`src/rtl/packet_integer_decoder_core_assert.svh`:
```
// Assertion macros used by the decoder RTL.
`ifndef PACKET_INTEGER_DECODER_CORE_ASSERT_SVH
`define PACKET_INTEGER_DECODER_CORE_ASSERT_SVH

`ifndef ASSERT_OFF
`define PIDEC_ASSERT(lbl, clk, rst_n, prop) \
    lbl: assert property (@(posedge clk) disable iff (!rst_n) (prop)) \
        else $error("decoder assertion failed");
`define PIDEC_ASSERT_ALWAYS(lbl, clk, prop) \
    lbl: assert property (@(posedge clk) (prop)) \
        else $error("decoder assertion failed");
`else
`define PIDEC_ASSERT(lbl, clk, rst_n, prop)
`define PIDEC_ASSERT_ALWAYS(lbl, clk, prop)
`endif

`endif

```
`src/rtl/pidec_pkg.sv`:
```
`default_nettype none

package pidec_pkg;

    localparam logic       MODE_COMPACT = 1'b0;
    localparam logic       MODE_VARINT  = 1'b1;

    localparam logic [7:0] ESC_SHORT = 8'h80;
    localparam logic [7:0] ESC_LONG  = 8'h81;

    localparam logic [31:0] SIGN_FILL = 32'hF000_0000;

    localparam logic [2:0] CNT_ONE       = 3'd1;
    localparam logic [2:0] CNT_SHORT_ESC = 3'd3;
    localparam logic [2:0] CNT_VARINT    = 3'd4;
    localparam logic [2:0] CNT_LONG_ESC  = 3'd5;
    localparam logic [2:0] SEEN_MAX      = 3'd4;
    localparam logic [2:0] VARINT_LAST   = 3'd3;

    typedef struct packed {
        logic               emit;
        logic signed [31:0] value;
        logic [2:0]         byte_count;
    } t_result;

    typedef struct packed {
        logic valid;
        logic out_free;
    } t_flow;

endpackage

`default_nettype wire

```
`src/rtl/pidec_in_stage.sv`:
```
`default_nettype none

module pidec_in_stage (
    input  wire logic       i_clk,
    input  wire logic       i_rst_n,
    input  wire logic       i_valid,
    output logic            o_ready,
    input  wire logic [7:0] i_data,
    input  wire logic       i_advance,
    output logic            o_valid,
    output logic [7:0]      o_data
);

    logic       r_valid;
    logic       n_valid;
    logic [7:0] r_data;
    logic       load;

    assign o_ready = !r_valid || i_advance;
    assign load    = i_valid && o_ready;

    always_comb begin
        n_valid = r_valid;
        if (load) begin
            n_valid = 1'b1;
        end else if (i_advance) begin
            n_valid = 1'b0;
        end
    end

    always_ff @(posedge i_clk) begin
        if (!i_rst_n) begin
            r_valid <= 1'b0;
        end else begin
            r_valid <= n_valid;
        end
    end

    always_ff @(posedge i_clk) begin
        if (load) begin
            r_data <= i_data;
        end
    end

    assign o_valid = r_valid;
    assign o_data  = r_data;

endmodule

`default_nettype wire

```
`src/rtl/pidec_step.sv`:
```
`default_nettype none
`include "packet_integer_decoder_core_assert.svh"

module pidec_step (
    input  wire logic           i_clk,
    input  wire logic           i_rst_n,
    input  wire pidec_pkg::t_flow i_flow,
    input  wire logic [7:0]     i_byte,
    input  wire logic           i_cfg_wr,
    input  wire logic           i_cfg_mode,
    output logic                o_advance,
    output pidec_pkg::t_result  o_result
);

    import pidec_pkg::*;

    logic        r_mode;
    logic [2:0]  r_seen;
    logic [31:0] r_acc;
    logic        r_long;
    logic [2:0]  n_seen;
    logic [31:0] n_acc;
    logic        n_long;

    logic [2:0]  k;
    logic [2:0]  k_next;
    logic [31:0] acc;
    logic        long_esc;
    logic [31:0] part;
    logic [31:0] acc_new;
    logic [31:0] top_sum;
    t_result     res;

    always_comb begin
        k        = r_seen;
        acc      = r_acc;
        long_esc = r_long;
        if (r_seen > SEEN_MAX) begin
            k        = '0;
            acc      = '0;
            long_esc = 1'b0;
        end
        k_next  = k + 3'd1;
        top_sum = acc + {3'b000, i_byte, 21'd0};
        part    = '0;
        if (r_mode == MODE_VARINT) begin
            case (k)
                3'd0:    part = {25'd0, i_byte[6:0]};
                3'd1:    part = {18'd0, i_byte[6:0], 7'd0};
                3'd2:    part = {11'd0, i_byte[6:0], 14'd0};
                default: part = '0;
            endcase
        end else begin
            case (k)
                3'd1:    part = {24'd0, i_byte};
                3'd2:    part = {16'd0, i_byte, 8'd0};
                3'd3:    part = {8'd0, i_byte, 16'd0};
                3'd4:    part = {i_byte, 24'd0};
                default: part = '0;
            endcase
        end
        acc_new = acc | part;

        res    = '0;
        n_seen = k;
        n_acc  = acc;
        n_long = long_esc;
        if (r_mode == MODE_VARINT) begin
            if (k >= VARINT_LAST) begin
                res.emit       = 1'b1;
                res.value      = top_sum[28] ? (top_sum | SIGN_FILL) : top_sum;
                res.byte_count = CNT_VARINT;
            end else if (!i_byte[7]) begin
                res.emit       = 1'b1;
                res.value      = acc_new;
                res.byte_count = k_next;
            end else begin
                n_seen = k_next;
                n_acc  = acc_new;
            end
        end else begin
            if (k == 3'd0) begin
                if (i_byte == ESC_SHORT || i_byte == ESC_LONG) begin
                    n_long = (i_byte == ESC_LONG);
                    n_acc  = '0;
                    n_seen = 3'd1;
                end else begin
                    res.emit       = 1'b1;
                    res.value      = {{24{i_byte[7]}}, i_byte};
                    res.byte_count = CNT_ONE;
                end
            end else if (!long_esc && k_next == CNT_SHORT_ESC) begin
                res.emit       = 1'b1;
                res.value      = {{16{acc_new[15]}}, acc_new[15:0]};
                res.byte_count = CNT_SHORT_ESC;
            end else if (long_esc && k_next == CNT_LONG_ESC) begin
                res.emit       = 1'b1;
                res.value      = acc_new;
                res.byte_count = CNT_LONG_ESC;
            end else begin
                n_seen = k_next;
                n_acc  = acc_new;
            end
        end
        if (res.emit) begin
            n_seen = '0;
            n_acc  = '0;
            n_long = 1'b0;
        end
    end

    assign o_advance = i_flow.valid && (i_flow.out_free || !res.emit);
    assign o_result  = res;

    always_ff @(posedge i_clk) begin
        if (!i_rst_n) begin
            r_mode <= MODE_COMPACT;
            r_seen <= '0;
            r_acc  <= '0;
            r_long <= 1'b0;
        end else if (i_cfg_wr) begin
            r_mode <= i_cfg_mode;
            r_seen <= '0;
            r_acc  <= '0;
            r_long <= 1'b0;
        end else if (o_advance) begin
            r_seen <= n_seen;
            r_acc  <= n_acc;
            r_long <= n_long;
        end
    end

    `PIDEC_ASSERT_ALWAYS(a_seen_bound, i_clk, !i_rst_n || r_seen <= SEEN_MAX)
    `PIDEC_ASSERT(a_varint_seen, i_clk, i_rst_n, r_mode == MODE_VARINT |-> r_seen <= VARINT_LAST)
    `PIDEC_ASSERT(a_emit_clears, i_clk, i_rst_n, o_advance && res.emit |=> r_seen == 3'd0)
    `PIDEC_ASSERT(a_count_range, i_clk, i_rst_n, res.emit |-> res.byte_count != 3'd0 && res.byte_count <= CNT_LONG_ESC)

endmodule

`default_nettype wire

```
`src/rtl/pidec_out_stage.sv`:
```
`default_nettype none

module pidec_out_stage (
    input  wire logic              i_clk,
    input  wire logic              i_rst_n,
    input  wire logic              i_advance,
    input  wire pidec_pkg::t_result i_result,
    input  wire logic              i_ready,
    output logic                   o_valid,
    output logic                   o_free,
    output logic signed [31:0]     o_value,
    output logic [2:0]             o_byte_count
);

    logic               r_valid;
    logic               n_valid;
    logic signed [31:0] r_value;
    logic [2:0]         r_byte_count;
    logic               load;

    assign o_free = !r_valid || i_ready;
    assign load   = i_advance && i_result.emit;

    always_comb begin
        n_valid = r_valid;
        if (load) begin
            n_valid = 1'b1;
        end else if (i_ready) begin
            n_valid = 1'b0;
        end
    end

    always_ff @(posedge i_clk) begin
        if (!i_rst_n) begin
            r_valid <= 1'b0;
        end else begin
            r_valid <= n_valid;
        end
    end

    always_ff @(posedge i_clk) begin
        if (load) begin
            r_value      <= i_result.value;
            r_byte_count <= i_result.byte_count;
        end
    end

    assign o_valid      = r_valid;
    assign o_value      = r_value;
    assign o_byte_count = r_byte_count;

endmodule

`default_nettype wire

```
`src/rtl/packet_integer_decoder_core.sv`:
```
// Channel   Dir  Beat contents
// s_axis    in   tdata[7:0] in_byte
// m_axis    out  tdata[31:0] value, [34:32] byte_count, [39:35] zero
// cfg       in   i_cfg_data format_mode (0 compact, 1 varint)
//
// One byte is taken per cycle unless a completing byte waits on a full result register;
// a beat that completes a value reaches m_axis via the input, then the result register.
// The input register advances whenever the result register is empty or drained.
// Bytes that complete no value advance even while a result waits.
// Reset clears the mode to compact and drops any partial value.
`default_nettype none

module packet_integer_decoder_core (
    input  wire logic        i_clk,
    input  wire logic        i_rst_n,
    input  wire logic        s_axis_tvalid,
    output logic             s_axis_tready,
    input  wire logic [7:0]  s_axis_tdata,   // [7:0] in_byte
    output logic             m_axis_tvalid,
    input  wire logic        m_axis_tready,
    output logic [39:0]      m_axis_tdata,   // [31:0] value, [34:32] byte_count
    input  wire logic        i_cfg_valid,
    output logic             o_cfg_ready,
    input  wire logic        i_cfg_data
);

    import pidec_pkg::*;

    logic               in_valid;
    logic [7:0]         in_byte;
    logic               advance;
    logic               out_free;
    t_flow              flow;
    t_result            result;
    logic signed [31:0] out_value;
    logic [2:0]         out_count;

    assign o_cfg_ready = 1'b1;

    pidec_in_stage u_in (
        .i_clk     (i_clk),
        .i_rst_n   (i_rst_n),
        .i_valid   (s_axis_tvalid),
        .o_ready   (s_axis_tready),
        .i_data    (s_axis_tdata),
        .i_advance (advance),
        .o_valid   (in_valid),
        .o_data    (in_byte)
    );

    assign flow = '{valid: in_valid, out_free: out_free};

    pidec_step u_step (
        .i_clk      (i_clk),
        .i_rst_n    (i_rst_n),
        .i_flow     (flow),
        .i_byte     (in_byte),
        .i_cfg_wr   (i_cfg_valid && o_cfg_ready),
        .i_cfg_mode (i_cfg_data),
        .o_advance  (advance),
        .o_result   (result)
    );

    pidec_out_stage u_out (
        .i_clk        (i_clk),
        .i_rst_n      (i_rst_n),
        .i_advance    (advance),
        .i_result     (result),
        .i_ready      (m_axis_tready),
        .o_valid      (m_axis_tvalid),
        .o_free       (out_free),
        .o_value      (out_value),
        .o_byte_count (out_count)
    );

    assign m_axis_tdata = {5'd0, out_count, out_value};

endmodule

`default_nettype wire

```
`config.mk`:
```
export PLATFORM = sky130hd
export DESIGN_NAME = packet_integer_decoder_core
export DESIGN_NICKNAME = d
export VERILOG_FILES = /design/src/rtl/pidec_pkg.sv /design/src/rtl/pidec_in_stage.sv /design/src/rtl/pidec_step.sv /design/src/rtl/pidec_out_stage.sv /design/src/rtl/packet_integer_decoder_core.sv
export VERILOG_INCLUDE_DIRS = /design/src /design/src/rtl
export SDC_FILE = /design/constraint.sdc
export NUM_CORES = 1
export LEC_CHECK = 0
export BUFFER_PORTS_ARGS = -buffer_cell sky130_fd_sc_hd__buf_2
export CELL_PAD_IN_SITES_DETAIL_PLACEMENT = 1
export CELL_PAD_IN_SITES_GLOBAL_PLACEMENT = 1
export CORE_MARGIN = 3
export CORE_UTILIZATION = 45
export DETAILED_ROUTE_END_ITERATION = 10
export PLACE_DENSITY_LB_ADDON = 0.08
export SYNTH_ARGS = -nofsm -noshare
export SYNTH_HDL_FRONTEND = slang
export SYNTH_SLANG_ARGS = --single-unit
export TNS_END_PERCENT = 20
```
`constraint.sdc`:
```
create_clock -name i_clk -period 5.24 [get_ports i_clk]
set_input_delay 0.262 -clock i_clk [delete_from_list [all_inputs] [get_ports i_clk]]
set_output_delay 0.262 -clock i_clk [all_outputs]
set_load 0.01 [all_outputs]
```
==> results.ini <==
[setup_path]
cp_data_required_time_ps = 5540
crit_type = reg -> reg
path_buf_inv = 2
cpMaxStageDelayCell = o21a_1
critPathTopFamily = compound AO/OA/AOI/OAI gates
worstSetupStartpointType = flop
critical_path.max_fanout = 26
endpoint_kind = flop
worstPathCellList = nand2b_1 -> inv_1 -> ha_1 -> inv_1 -> ha_1 -> and4_1 -> nor3_4 -> o31a_4 -> o21ai_2 -> o21a_1 -> a22o_1
slowest_delay_ps = 890
crit_arrival_ps = 4260

[cells_and_area]
syn_to_final_growth_pct = 9.995
fillers = 1165
antennaDiodeCount = 0
layout.nets = 547
drive_gt1_share_pct = 15.72

[clock_network]
cts.sinks = 82
cts_buffers = 9
cts_buffer_depth = 2
insertion_delay_ps = 360
cts_hold_buf = 0
cts_setup_buffers = 0
cts.reportedPaths.clkPinSlew_ps = 90
htree_levels = 3
root_buffer = clkbuf_8
cts_tree = yes
cts_resized = 0

[sta]
finalSetupTns_ps = 0
fin_crit_ps = 3963
tightest_slew_ps = 1106
hold_viol = 0
finalCritPeriodShare_pct = 75.62
holdWs_ps = 83.07
rsz0062_at_grt = no
finClkSkew_ps = 15.34
report.final.setup_viol = 0
slew_headroom_pct = 26.12
finalMaxSlewViolations = 0
fmax_mhz = 252.4

[synth]
ys_warn_count = 0
ys_ff_latch = 82
yosysSeqAreaShare_pct = 44.14
async_flop_share_pct = 0
synthesis.area_sq_mm = 0.004695
synth_ff_type = edfxtp_1
synth_edf_count = 43
synthCells = 499
ys_types = 63
avgSynthCellArea_sq_um = 9.408

[grt]
grt_util_all_layers_pct = 24.24
grt_pass1_vias = 4107
overflow = 0
antenna_found_initial = 0
grt_max_degree = 37
grt_pass1_wl_mm = 22.04

[power_and_ir_drop]
power.share.clock_pct = 36.4
cellLeakagePower_nw = 1.851
p_sw_mw = 0.3412
powerDensity_mw_per_mm2 = 255.6
combPwrFrac_pct = 9.1
seq_power_share_pct = 54.6
internal_power_mw = 0.9785
worst_ir_drop_vdd_v = 0.0001955
p_sw_share_pct = 25.86

[die]
core_region_area_sq_mm = 0.009955
initial_core_util_pct = 47.16
floorplan.rows = 36
die_h_microns = 108.1
io_pins = 57
dieArea_sq_mm = 0.01169
die_x_microns = 108.1

[route]
num_vias = 4107
drtAntennaViolNets = 0
viasPerCell = 6.213
routed.top_layer = met4
post_drt_wl_per_cell_microns = 20.68
drt-total-wl_mm = 13.67
dr.pass1.iters = 5
routed-wl-met3_microns = 657
wl_met2_mm = 6.556
route.layer.met1.wl_mm = 6.195
drc = 0
drt_iter0_drc = 269

[placed_design]
gp_congestion = 0.8655
io_buffers = 50
hpwl_mm = 9.613

[job]
maxCapViolCount = 0

[outcome]
status = finished clean

[min_path]
hold_class = in -> reg

==> registers in the layout, summed over array words and instances, names as in the netlist, 3 cells and up <==
name,flops
u_step.r_acc,32
u_in.o_data,8
u_step.r_seen,3
u_out.o_value,32
u_out.o_byte_count,3
==> layout by cell type (no fill, tap or decap), types with 10 or more instances in the layout <==
cell type and instances:
a21oi_1 33, a22o_1 13, a22oi_1 28, and2_1 10, buf_2 50, clkbuf_8 10
dfxtp_1 39, edfxtp_1 43, ha_1 10, inv_1 11, nand2_1 33, nand3_1 11
nor2_1 44, o21ai_0 26, o2bb2ai_1 11
==> layout make-up <==
cell class	count	area, sq um	area share [%]
timing repair buffer	56	295.3	5.718
multi-input combinational	362	2381	46.11
clock buffer	11	141.4	2.738
sequential	82	2072	40.13
tap	133	166.4	3.223
clock inverter	5	62.56	1.212
inverter	12	45.04	0.8723
==> power groups by stage <==
stage | logic [mW] | registers [mW] | clock network [mW]
3_3_place_gp | 0.117 | 0.734 | 0
6_report | 0.119 | 0.720 | 0.480
4_1_cts | 0.120 | 0.721 | 0.489
2_1_floorplan | 0.0807 | 0.731 | 0
5_1_grt | 0.132 | 0.723 | 0.516
3_5_place_dp | 0.119 | 0.735 | 0
==> per-stage QoR <==
step / instances / power (mW) / instance area [sq um] / setup WS, ps / util [%]
after floorplan: 503 / 0.8116 / 4710 / 1364 / -
after global placement: 645 / 0.8511 / 4960 / 1446 / 49.82
after detailed placement: 645 / 0.8549 / 4960 / 1297 / 49.82
after CTS: 661 / 1.330 / 5164 / 1276 / 51.87
after global routing: 661 / 1.372 / 5164 / 901.1 / 51.87
final: 661 / 1.320 / 5164 / 1277 / 51.87
==> worst register-to-register path, delay by kind of cell (launching register included) <==
| family | cells | cell delay [ps] |
|---|---|---|
| buffers and inverters | 2 | 190 |
| AND/OR/NAND/NOR | 3 | 600 |
| AO/OA/AOI/OAI | 4 | 2040 |
| flip-flops | 1 | 500 |
| adder cells (fa/ha/maj) | 2 | 570 |
==> metal layers <==
| metal | vias to the layer above | GRT usage [%] |
|---|---|---|
| met5 | - | 0 |
| met1 | 2033 | 32.47 |
| met3 | 19 | 4.239 |
| li1 | 1936 | - |
| met2 | 119 | 40.14 |
| met4 | 0 | 7.394 |
==> path summary, 6_finish.rpt <==
check	startpoint	to	slack (ps)	cells after the start
min	s_axis_tdata[0]	u_in.o_data[0]	80	1
min reg2reg	u_step.r_acc[20]	u_step.r_acc[20]	470	1
max reg2reg	u_step.r_seen[0]	u_step.r_acc[7]	1280	11
max	u_step.r_seen[0]	u_step.r_acc[7]	1280	11
==> Yosys cell counts (all sizes together), types with 5 or more instances <==
cell | instances | area, sq um
a21boi | 6 | 45.04
a21oi | 33 | 165.2
a22o | 13 | 113.9
a22oi | 28 | 210.2
a32o | 9 | 90.09
a32oi | 9 | 78.83
and2 | 13 | 81.33
buf | 17 | 113.9
clkbuf | 30 | 112.6
dfxtp | 39 | 780.8
edfxtp | 43 | 1291
ha | 10 | 125.1
inv | 12 | 45.04
nand2 | 33 | 123.9
nand2b | 5 | 31.28
nand3 | 11 | 55.05
nor2 | 45 | 168.9
nor2b | 9 | 56.30
nor3 | 7 | 46.30
o21a | 5 | 37.54
o21ai | 29 | 152.6
o221ai | 8 | 70.07
o22ai | 9 | 56.30
o2bb2ai | 11 | 96.34
xnor2 | 9 | 78.83
==> logic make-up after synthesis <==
family                   after synthesis  share of synthesized area (%)
AO/OA/AOI/OAI                        189                          29.26
AND/OR/NAND/NOR                      142                          15.09
flip-flops                            82                          44.14
buffers and inverters                 59                          5.783
XOR/XNOR                              12                          2.239
adder cells (fa/ha/maj)               11                          2.878
other                                  2                         0.1600
multiplexers                           2                         0.4531
No activity file was read; power rests on OpenSTA's default activity.
